--- config.mk ---
export PLATFORM = sky130hd
export DESIGN_NAME = ggqr_mac
export DESIGN_NICKNAME = d
export VERILOG_FILES = /design/src/rtl/ggqr_mac.sv
export SDC_FILE = /design/constraint.sdc
export NUM_CORES = 2
export LEC_CHECK = 0
export ABC_AREA = 0
export BUFFER_PORTS_ARGS = -buffer_cell sky130_fd_sc_hd__buf_4
export CAP_MARGIN = 20
export CORE_UTILIZATION = 45
export CTS_CLUSTER_SIZE = 30
export DETAILED_ROUTE_END_ITERATION = 12
export MAX_ROUTING_LAYER = met4
export PLACE_DENSITY = 0.58
export SETUP_SLACK_MARGIN = 0.15
export SYNTH_ARGS = -nofsm -noshare
export SYNTH_HDL_FRONTEND = slang
export SYNTH_SLANG_ARGS = --single-unit
--- constraint.sdc ---
create_clock -name clk -period 30.5 [get_ports clk]
set_input_delay 3.05 -clock clk [delete_from_list [all_inputs] [get_ports clk]]
set_output_delay 3.05 -clock clk [all_outputs]
set_load 0.005 [all_outputs]
--- src/rtl/ggqr_mac.sv ---
`timescale 1ns / 1ps
// Shared multiplier: one 33x33 signed product a cycle while en is high, accumulated until clr restarts the sum.
module ggqr_mac (
  input  logic               clk,
  input  logic               clr,
  input  logic               en,
  input  logic               sub,
  input  logic signed [32:0] a,
  input  logic signed [32:0] b,
  output logic signed [65:0] acc
);
  logic signed [65:0] acc_r;
  logic signed [65:0] prod;
  assign prod = a * b;
  always_ff @(posedge clk) begin
    if (en) begin
      if (clr) acc_r <= sub ? -prod : prod;
      else acc_r <= sub ? acc_r - prod : acc_r + prod;
    end
  end
  assign acc = acc_r;
endmodule

==> flow_metrics.env <==
export IMPL_htreeDepth=3
export IMPL_place_congestion=0.913
export IMPL_vias_per_cell=5.35
export IMPL_drive_gt1_share_pct=4.13
export IMPL_port_buffers=135
export IMPL_die_w_um=330
export IMPL_ant_nets=1
export IMPL_cts_root_buffer="clkbuf_16"
export IMPL_async_reset_ff_share_pct=0
export IMPL_hold_class="flop to flop"
export IMPL_syn_area_mm2=0.0485
export IMPL_first_global_vias=39800
export IMPL_critical_path_arrival_ns=15.71
export IMPL_end_kind="flop"
export IMPL_crit_top_cell="fa_1"
export IMPL_die_h_um=330
export IMPL_worst_slew_pin_transition_ns=0.957
export IMPL_top_layer="met4"
export IMPL_firstDrtPassIters=6
export IMPL_die_area_mm2=0.109
export IMPL_rsz0062_at_grt="no"
export IMPL_startpoint_type="input pin"
export IMPL_grt_max_degree=76
export IMPL_fp_coreArea_mm2=0.107
export IMPL_antenna_found_initial=3
export IMPL_dr_wl_met2_mm=69.8
export IMPL_grt_pass1_wl_mm=220
export IMPL_crit_type="input pin to flop"
export IMPL_hpwl_mm=111
export IMPL_ys_flop_type="edfxtp_1"
export IMPL_setup_tns_ns=0
export IMPL_seq_area_frac_synth_pct=4.08
export IMPL_yosys_cell_types_count=101
export IMPL_cts_buffers=9
export IMPL_overflow=0
export IMPL_critPathMaxFanout=33
export IMPL_final_common_cell="fa_1"
export IMPL_reg2reg_depth=17
export IMPL_syn_to_final_growth_pct=4.48
export IMPL_fillers=10500
export IMPL_wl_met1_mm=53.4
export IMPL_drv_cap=0
export IMPL_cts_sinks=66
export IMPL_hold_violations=0
export IMPL_drt_iter0_drc=1875
export IMPL_critPathLaunch="a[21]"
export IMPL_netlist_instances=5457
export IMPL_post_route_period_util_pct=51.2
export IMPL_finClkSkew_ns=0.0110
export IMPL_reg2reg_from="acc[0]"
export IMPL_ys_seq_elements=66
export IMPL_post_cts_buffers=0
export IMPL_violations="antenna violations"
export IMPL_regToRegSetupSlack_ns=25.52
export IMPL_clk_pin_slew_ns=0.06
export IMPL_ctsHoldBuffers=0
export IMPL_io_pins=136
export IMPL_ctsResizeCount=0
export IMPL_fmax_mhz=64.0
export IMPL_cp_required_ns=30.60
export IMPL_fin_crit_ns=15.62
export IMPL_synth_nets=6956
export IMPL_reg2reg_to="acc[46]"
export IMPL_num_vias=36200
export IMPL_track_usage_pct=26.6
export IMPL_synth_enable_flop_cells=66
export IMPL_slew_headroom_pct=36.2
export IMPL_yosysWarnings=0
export IMPL_nNetsFinal=6843
export IMPL_endpoint="acc[63]"
export IMPL_std_cell_rows=120
export IMPL_start_util_pct=45.3
export IMPL_clk_latency_ns=0.36
export IMPL_layout_common_cells="1,146 x fa_1, 1,142 x inv_1, 695 x nand2_1, 525 x and2_1, 283 x ha_1"
export IMPL_wl_mm=133
export IMPL_largest_register_ffs=66
export IMPL_routed_wl_met3_mm=4.61
export IMPL_route_detailed_drc=0
export IMPL_cts_tree="built"
export IMPL_worst_path_largest_cell_delay_ns=0.64
export IMPL_setup_violations=0
export IMPL_avgSynthCellArea_um2=8.89
export IMPL_slew_violations=0
export IMPL_cp_slowest_cell="or4_1"
export IMPL_wire_per_inst_um=19.7
export IMPL_clock_path_buffers=2
export IMPL_status="complete, but fails checks"
cells in the mapped netlist, drive strengths merged (16+ instances only):
master	n	area share [%]
clkbuf	246	1.9
o21a	33	0.51
nand3	42	0.43
nor4	16	0.29
nand2	696	5.4
buf	19	0.18
and2	527	6.8
o31ai	19	0.35
xnor2	149	2.7
inv	1142	8.8
ha	283	7.3
nand2b	38	0.49
o211ai	22	0.38
fa	1146	47
edfxtp	66	4.1
o21ai	126	1.3
xor2	79	1.4
a21o	75	1.2
and3	33	0.43
a31oi	31	0.40
nand4	30	0.40
nor2	177	1.4
or3	25	0.32
nor3	30	0.32
o21bai	19	0.29
or2	17	0.23
a211oi	19	0.34
a21oi	198	2.1
stage by stage:
step / worst slack (ns) / util [%] / cells / hold slack (ns) / instance area [µm²]
final: 14.88 / 47.4 / 6763 / 0.855 / 50700
after global routing: 14.24 / 47.3 / 6754 / 0.923 / 50700
after CTS: 15.02 / 47.3 / 6752 / 0.867 / 50700
after detailed placement: 14.66 / 47.0 / 6736 / 0.849 / 50300
after global placement: 14.95 / 47.0 / 6735 / 0.835 / 50300
after floorplan: 16.53 / - / 5457 / 0.791 / 48500
how the worst min path moves through the flow:
stage          depth (start not counted)   start  slack [ns]      to
4_1_cts                                3  acc[3]        0.87  acc[3]
2_1_floorplan                          3  acc[3]        0.79  acc[3]
5_1_grt                                3  acc[3]        0.92  acc[3]
3_3_place_gp                           3  acc[1]        0.83  acc[1]
3_5_place_dp                           3  acc[3]        0.85  acc[3]
6_report                               3  acc[3]        0.85  acc[3]
cell families after synthesis:
kind of cell,after synthesis,share of synthesized area [%]
AND/OR/NAND/NOR,1677,17.3
adder cells (fa/ha/maj),1429,54.6
buffers and inverters,1408,10.9
AO/OA/AOI/OAI,634,8.64
XOR/XNOR,228,4.13
flip-flops,66,4.08
multiplexers,15,0.325
cell type report:
class                      count  area (µm²)  area share (%)
tap                         1403        1760            3.46
antenna                       11        27.5          0.0543
inverter                    1143        4290            8.46
sequential                    66        1980            3.91
clock inverter                 7        93.8           0.185
clock buffer                   9         225           0.444
timing repair buffer         141        1080            2.13
multi-input combinational   3983       41200            81.4
critical path, delay by kind of cell:
family,cells,cell delay [ns]
compound gates,11,3.17
xor+xnor,3,0.86
fa+ha+maj,10,4.85
buf+inv,7,0.59
mux,1,0.09
simple gates,10,3.09
metal layers:
metal | vias to the layer above | GRT usage [%]
li1 | 16400 | -
met1 | 18800 | 31.7
met2 | 799 | 47.6
met3 | 203 | 1.77
met4 | 0 | 9.32
met5 | - | -
Power is left out: the tool's default activity adds up to more than one toggle a clock period on the data nets, which glitch-free logic cannot reach.
