<file path="src/rtl/ggqr_divsqrt.sv">
`timescale 1ns / 1ps
// Restoring divider and bit pair square root, one bit a cycle.
module ggqr_divsqrt (
  input  logic        clk,
  input  logic        start_div,
  input  logic        start_sqrt,
  input  logic [63:0] num,
  input  logic [63:0] den,
  output logic        busy,
  output logic [63:0] result
);
  logic [63:0] rem_r, rem_nxt, q_r, q_nxt, d_r, d_nxt, n_r, n_nxt;
  logic [6:0]  cnt_r, cnt_nxt;
  logic        sq_r, sq_nxt;
  logic [64:0] trial;
  logic [63:0] bitv;

  always_comb begin
    rem_nxt = rem_r; q_nxt = q_r; d_nxt = d_r; n_nxt = n_r;
    cnt_nxt = cnt_r; sq_nxt = sq_r;
    trial = '0; bitv = '0;
    if (start_div) begin
      rem_nxt = '0; q_nxt = '0; n_nxt = num; d_nxt = den;
      cnt_nxt = 7'd64; sq_nxt = 1'b0;
    end else if (start_sqrt) begin
      rem_nxt = num; q_nxt = '0; cnt_nxt = 7'd32; sq_nxt = 1'b1;
    end else if (cnt_r != '0) begin
      if (!sq_r) begin
        trial = {rem_r, n_r[63]};
        n_nxt = {n_r[62:0], 1'b0};
        if (trial >= {1'b0, d_r}) begin
          rem_nxt = 64'(trial - {1'b0, d_r});
          q_nxt = {q_r[62:0], 1'b1};
        end else begin
          rem_nxt = trial[63:0];
          q_nxt = {q_r[62:0], 1'b0};
        end
      end else begin
        bitv = 64'd1 << (7'(cnt_r - 7'd1) << 1);
        if ({1'b0, rem_r} >= {1'b0, q_r} + {1'b0, bitv}) begin
          rem_nxt = rem_r - (q_r + bitv);
          q_nxt = (q_r >> 1) + bitv;
        end else begin
          q_nxt = q_r >> 1;
        end
      end
      cnt_nxt = cnt_r - 7'd1;
    end
  end

  always_ff @(posedge clk) begin
    rem_r <= rem_nxt; q_r <= q_nxt; d_r <= d_nxt; n_r <= n_nxt;
    cnt_r <= cnt_nxt; sq_r <= sq_nxt;
  end
  assign busy = (cnt_r != '0);
  assign result = q_r;
endmodule

</file>
<file path="config.mk">
export PLATFORM = sky130hd
export DESIGN_NAME = ggqr_divsqrt
export DESIGN_NICKNAME = d
export VERILOG_FILES = /design/src/rtl/ggqr_divsqrt.sv
export SDC_FILE = /design/constraint.sdc
export NUM_CORES = 1
export LEC_CHECK = 0
export BUFFER_PORTS_ARGS = -buffer_cell sky130_fd_sc_hd__buf_2
export CAP_MARGIN = 25
export CORE_ASPECT_RATIO = 0.8
export CORE_MARGIN = 1.5
export CORE_UTILIZATION = 45
export DETAILED_ROUTE_END_ITERATION = 6
export PLACE_DENSITY = 0.67
export SYNTH_ARGS = -nofsm -noshare
export SYNTH_HDL_FRONTEND = slang
export SYNTH_SLANG_ARGS = --single-unit
</file>
<file path="constraint.sdc">
create_clock -name clk -period 9.7 [get_ports clk]
set_input_delay 0.485 -clock clk [delete_from_list [all_inputs] [get_ports clk]]
set_output_delay 0.485 -clock clk [all_outputs]
set_load 0.02 [all_outputs]
</file>
==> results.json <==
{
  "cts_buf_count": 31,
  "worst_rel_slew_slack": 0.241,
  "crit_slowest_cell": "sky130_fd_sc_hd__or4_1",
  "post-route-worst-setup-slack_ns": 0.534,
  "placement_rows": 83,
  "timing.rr.start": "cnt_r[0]$_SDFFE_PP0P_",
  "avgViaCountPerCell": 6.12,
  "drt_drc_violations_left": 0,
  "seq_area_frac_synth": 0.225,
  "placed_cells": 4563,
  "grt_usage": 0.304,
  "number_of_antenna_violations_at_the_first_check_in_global_routing": 2,
  "boundary_pin_count": 196,
  "detail_route.first_pass.iterations": 6,
  "clock_tree.buffer_depth": 3,
  "overflow_left_after_global_routing": 0,
  "peak_freq_ghz": 0.109,
  "io_buffer_count": 195,
  "detailroute.via_count": 28300,
  "worst_path_largest_cell_delay_ns": 0.66,
  "p_per_area_nw_per_um2": 216,
  "synth_seq_cells": 264,
  "fin_crit_sh": 0.945,
  "met2RoutedLength_mm": 46.8,
  "min-delay-path-class": "input pin to register",
  "synth-edff-count": 128,
  "htree_levels": 1,
  "grt_setup_unrepaired": "no",
  "synth.yosys.warnings": 0,
  "drv.max_cap_violation_count": 0,
  "wl_met3_mm": 9.04,
  "start_util": 0.454,
  "measured_slew_at_the_worst_slew_check_pin_ns": 1.11,
  "routedWlPerCell_um": 22.5,
  "synthesized_netlist_net_count": 4185,
  "final_period_minus_worst_setup_slack_ns": 9.17,
  "timing.critical_path.required_ns": 10.22,
  "pin_count_of_the_biggest_net_entering_global_routing": 69,
  "synth_area_um2": 29200,
  "critPathArrivalTime_ns": 9.69,
  "nFillCells": 6384,
  "synth_cell_type_count": 106,
  "async_reset_ff_frac": 0,
  "postSynth.topFlopCell": "sky130_fd_sc_hd__dfxtp_1",
  "report.final.hold_viol_count": 0,
  "timing_max_transition_violations_final": 0,
  "core-area_um2": 64200,
  "report.final.setup_viol": 0,
  "syn_inst": 3700,
  "gp_congestion": 0.993,
  "die_w_um": 288,
  "first_global_vias": 26400,
  "detailed_placement_wirelength_estimate_mm": 81.1,
  "vdd_ir_max_v": 0.000161,
  "clk_root_buffer_cell": "sky130_fd_sc_hd__clkbuf_16",
  "syn_to_final_growth_pct": 8.75,
  "drt.antenna.violating_nets": 0,
  "crit_fanout": 28,
  "die_height_um": 231,
  "timing.clock.skew_ns": 0.0332,
  "timing.hold.worst.start": "den[51]",
  "cts_num_sinks": 264,
  "setup_total_negative_slack_ns": 0,
  "route.top_layer_used": "met4",
  "cts.reportedPaths.clkPinSlew_ns": 0.06,
  "stdcell_count": 4627,
  "nets": 4237,
  "syn_area_per_cell_um2": 7.88,
  "global_route_wire_length_before_repair_mm": 156,
  "tritoncts": "done",
  "timing.hold.ws_ns": 0.0362,
  "detailedPlace.worstSlack_ns": 0.466,
  "critical_path.startpoint_type": "register",
  "wirelength_met1_mm": 44.8,
  "detailedRoute.firstIterationViolations": 2707,
  "drive_gt1_frac": 0.117,
  "critPathLaunch": "cnt_r[0]$_SDFFE_PP0P_",
  "clock_insertion_delay_worst_skew_ns": 0.63,
  "timing.critical_path.to_type": "register",
  "status": "finished clean",
  "crit_type": "register to register",
  "regToRegSetupSlack_ns": 0.53,
  "totalWireLength_mm": 104,
  "fin_util": 0.494,
  "area_enclosed_by_the_die_boundary_um2": 66400,
  "leakage_power_nw": 13.2
}
## per-layer routing
metal,vias to the layer above,track usage
met3,176,0.0670
met2,1102,0.486
met4,0,0.0923
li1,13600,-
met1,13500,0.407
met5,-,0
## placed cells by master (no fill, tap or decap), types with 15 or more instances in the layout
cell type / n
sky130_fd_sc_hd__a211oi_1: 50
sky130_fd_sc_hd__a21o_1: 99
sky130_fd_sc_hd__a21oi_1: 335
sky130_fd_sc_hd__a221oi_1: 30
sky130_fd_sc_hd__a22oi_1: 15
sky130_fd_sc_hd__a31o_2: 19
sky130_fd_sc_hd__a31oi_1: 85
sky130_fd_sc_hd__and2_1: 26
sky130_fd_sc_hd__and3_1: 32
sky130_fd_sc_hd__buf_2: 194
sky130_fd_sc_hd__buf_4: 38
sky130_fd_sc_hd__clkbuf_16: 31
sky130_fd_sc_hd__dfxtp_1: 135
sky130_fd_sc_hd__edfxtp_1: 128
sky130_fd_sc_hd__fa_1: 34
sky130_fd_sc_hd__ha_1: 320
sky130_fd_sc_hd__inv_1: 286
sky130_fd_sc_hd__mux2_2: 63
sky130_fd_sc_hd__mux2i_1: 21
sky130_fd_sc_hd__nand2_1: 331
sky130_fd_sc_hd__nand2b_1: 28
sky130_fd_sc_hd__nand3_1: 96
sky130_fd_sc_hd__nand4_1: 79
sky130_fd_sc_hd__nor2_1: 277
sky130_fd_sc_hd__nor2b_1: 25
sky130_fd_sc_hd__nor3_1: 69
sky130_fd_sc_hd__nor4_1: 15
sky130_fd_sc_hd__o211ai_1: 69
sky130_fd_sc_hd__o21a_1: 19
sky130_fd_sc_hd__o21ai_0: 218
sky130_fd_sc_hd__o21bai_1: 51
sky130_fd_sc_hd__o22ai_1: 22
sky130_fd_sc_hd__o31ai_1: 19
sky130_fd_sc_hd__or2_2: 17
sky130_fd_sc_hd__or3_1: 15
sky130_fd_sc_hd__xnor2_1: 129
sky130_fd_sc_hd__xor2_1: 100
## Yosys cell counts (63+ instances only)
cell | number | share of area
sky130_fd_sc_hd__a21o_1 | 99 | 0.025
sky130_fd_sc_hd__ha_1 | 320 | 0.14
sky130_fd_sc_hd__nand3_1 | 96 | 0.016
sky130_fd_sc_hd__edfxtp_1 | 128 | 0.13
sky130_fd_sc_hd__a31oi_1 | 85 | 0.018
sky130_fd_sc_hd__nor3_1 | 69 | 0.012
sky130_fd_sc_hd__inv_1 | 288 | 0.037
sky130_fd_sc_hd__xnor2_1 | 129 | 0.039
sky130_fd_sc_hd__nor2_1 | 280 | 0.036
sky130_fd_sc_hd__nand2_1 | 334 | 0.043
sky130_fd_sc_hd__mux2_2 | 63 | 0.024
sky130_fd_sc_hd__nand4_1 | 79 | 0.017
sky130_fd_sc_hd__xor2_1 | 100 | 0.030
sky130_fd_sc_hd__a21oi_1 | 335 | 0.057
sky130_fd_sc_hd__dfxtp_1 | 136 | 0.093
sky130_fd_sc_hd__o211ai_1 | 69 | 0.018
sky130_fd_sc_hd__clkbuf_1 | 166 | 0.021
sky130_fd_sc_hd__o21ai_0 | 218 | 0.037
## final cells by class
type / instances / area (um^2) / share of cell area
antenna: 1 / 2.50 / 0.0000789
clock buffer: 35 / 821 / 0.0259
clock inverter: 22 / 231 / 0.00730
inverter: 290 / 1090 / 0.0344
multi-input combinational: 2929 / 20600 / 0.650
sequential: 264 / 6570 / 0.207
tap: 850 / 1060 / 0.0335
timing repair buffer: 236 / 1320 / 0.0416
## flip-flops by register name, summed over array words and instances (netlist names)
name	count
cnt_r	7
d_r	64
n_r	64
rem_r	64
result	64
sq_r	1
## logic make-up (layout without fill, tap and decap cells)
kind of cell / Yosys count / in the layout / synth area share
AO/OA/AOI/OAI: 1195 / 1195 / 0.271
AND/OR/NAND/NOR: 1064 / 1064 / 0.173
buffers and inverters: 507 / 583 / 0.0692
adder cells (fa/ha/maj): 357 / 357 / 0.162
flip-flops: 264 / 264 / 0.225
XOR/XNOR: 229 / 229 / 0.0688
multiplexers: 84 / 84 / 0.0315
other: 0 / 1 / 0
## power by group
group	leakage (nW)	switching (mW)	internal, mW
Combinational	10.3	2.54	1.51
Sequential	2.39	0.236	1.32
Clock	0.511	0.540	0.713
Total	13.2	3.31	3.54
## critical path, delay by kind of cell, from the launching register on
kind | cells | cell delay (ns)
AND/OR/NAND/NOR | 11 | 3.30
XOR/XNOR | 1 | 0.10
buffers and inverters | 5 | 0.94
AO/OA/AOI/OAI | 12 | 3.17
adder cells (fa/ha/maj) | 3 | 0.94
flip-flops | 1 | 0.59
## path summary, 6_finish.rpt
path,depth (start not counted),endpoint
worst max register to register,32,result[58]$_SDFFE_PP0P_
worst min-delay path,1,d_r[51]$_DFFE_PP_
worst min register to register,1,n_r[35]$_DFFE_PP_
worst max-delay path,32,result[58]$_SDFFE_PP0P_
## what timing repair did
item | in CTS | in global routing
gates resized for setup | 0 | 1
hold buffers | 0 | 0
setup endpoints to repair | 0 | 29
buffers inserted | 0 | 4
## through the flow
stage / cell area [um^2] / power [mW]
final: 31700 / 6.85
after global placement: 30600 / 5.49
after floorplan: 29200 / 4.38
after detailed placement: 30600 / 5.49
after global routing: 31700 / 7.29
after CTS: 31700 / 6.77
(Power assumes the default switching activity.)
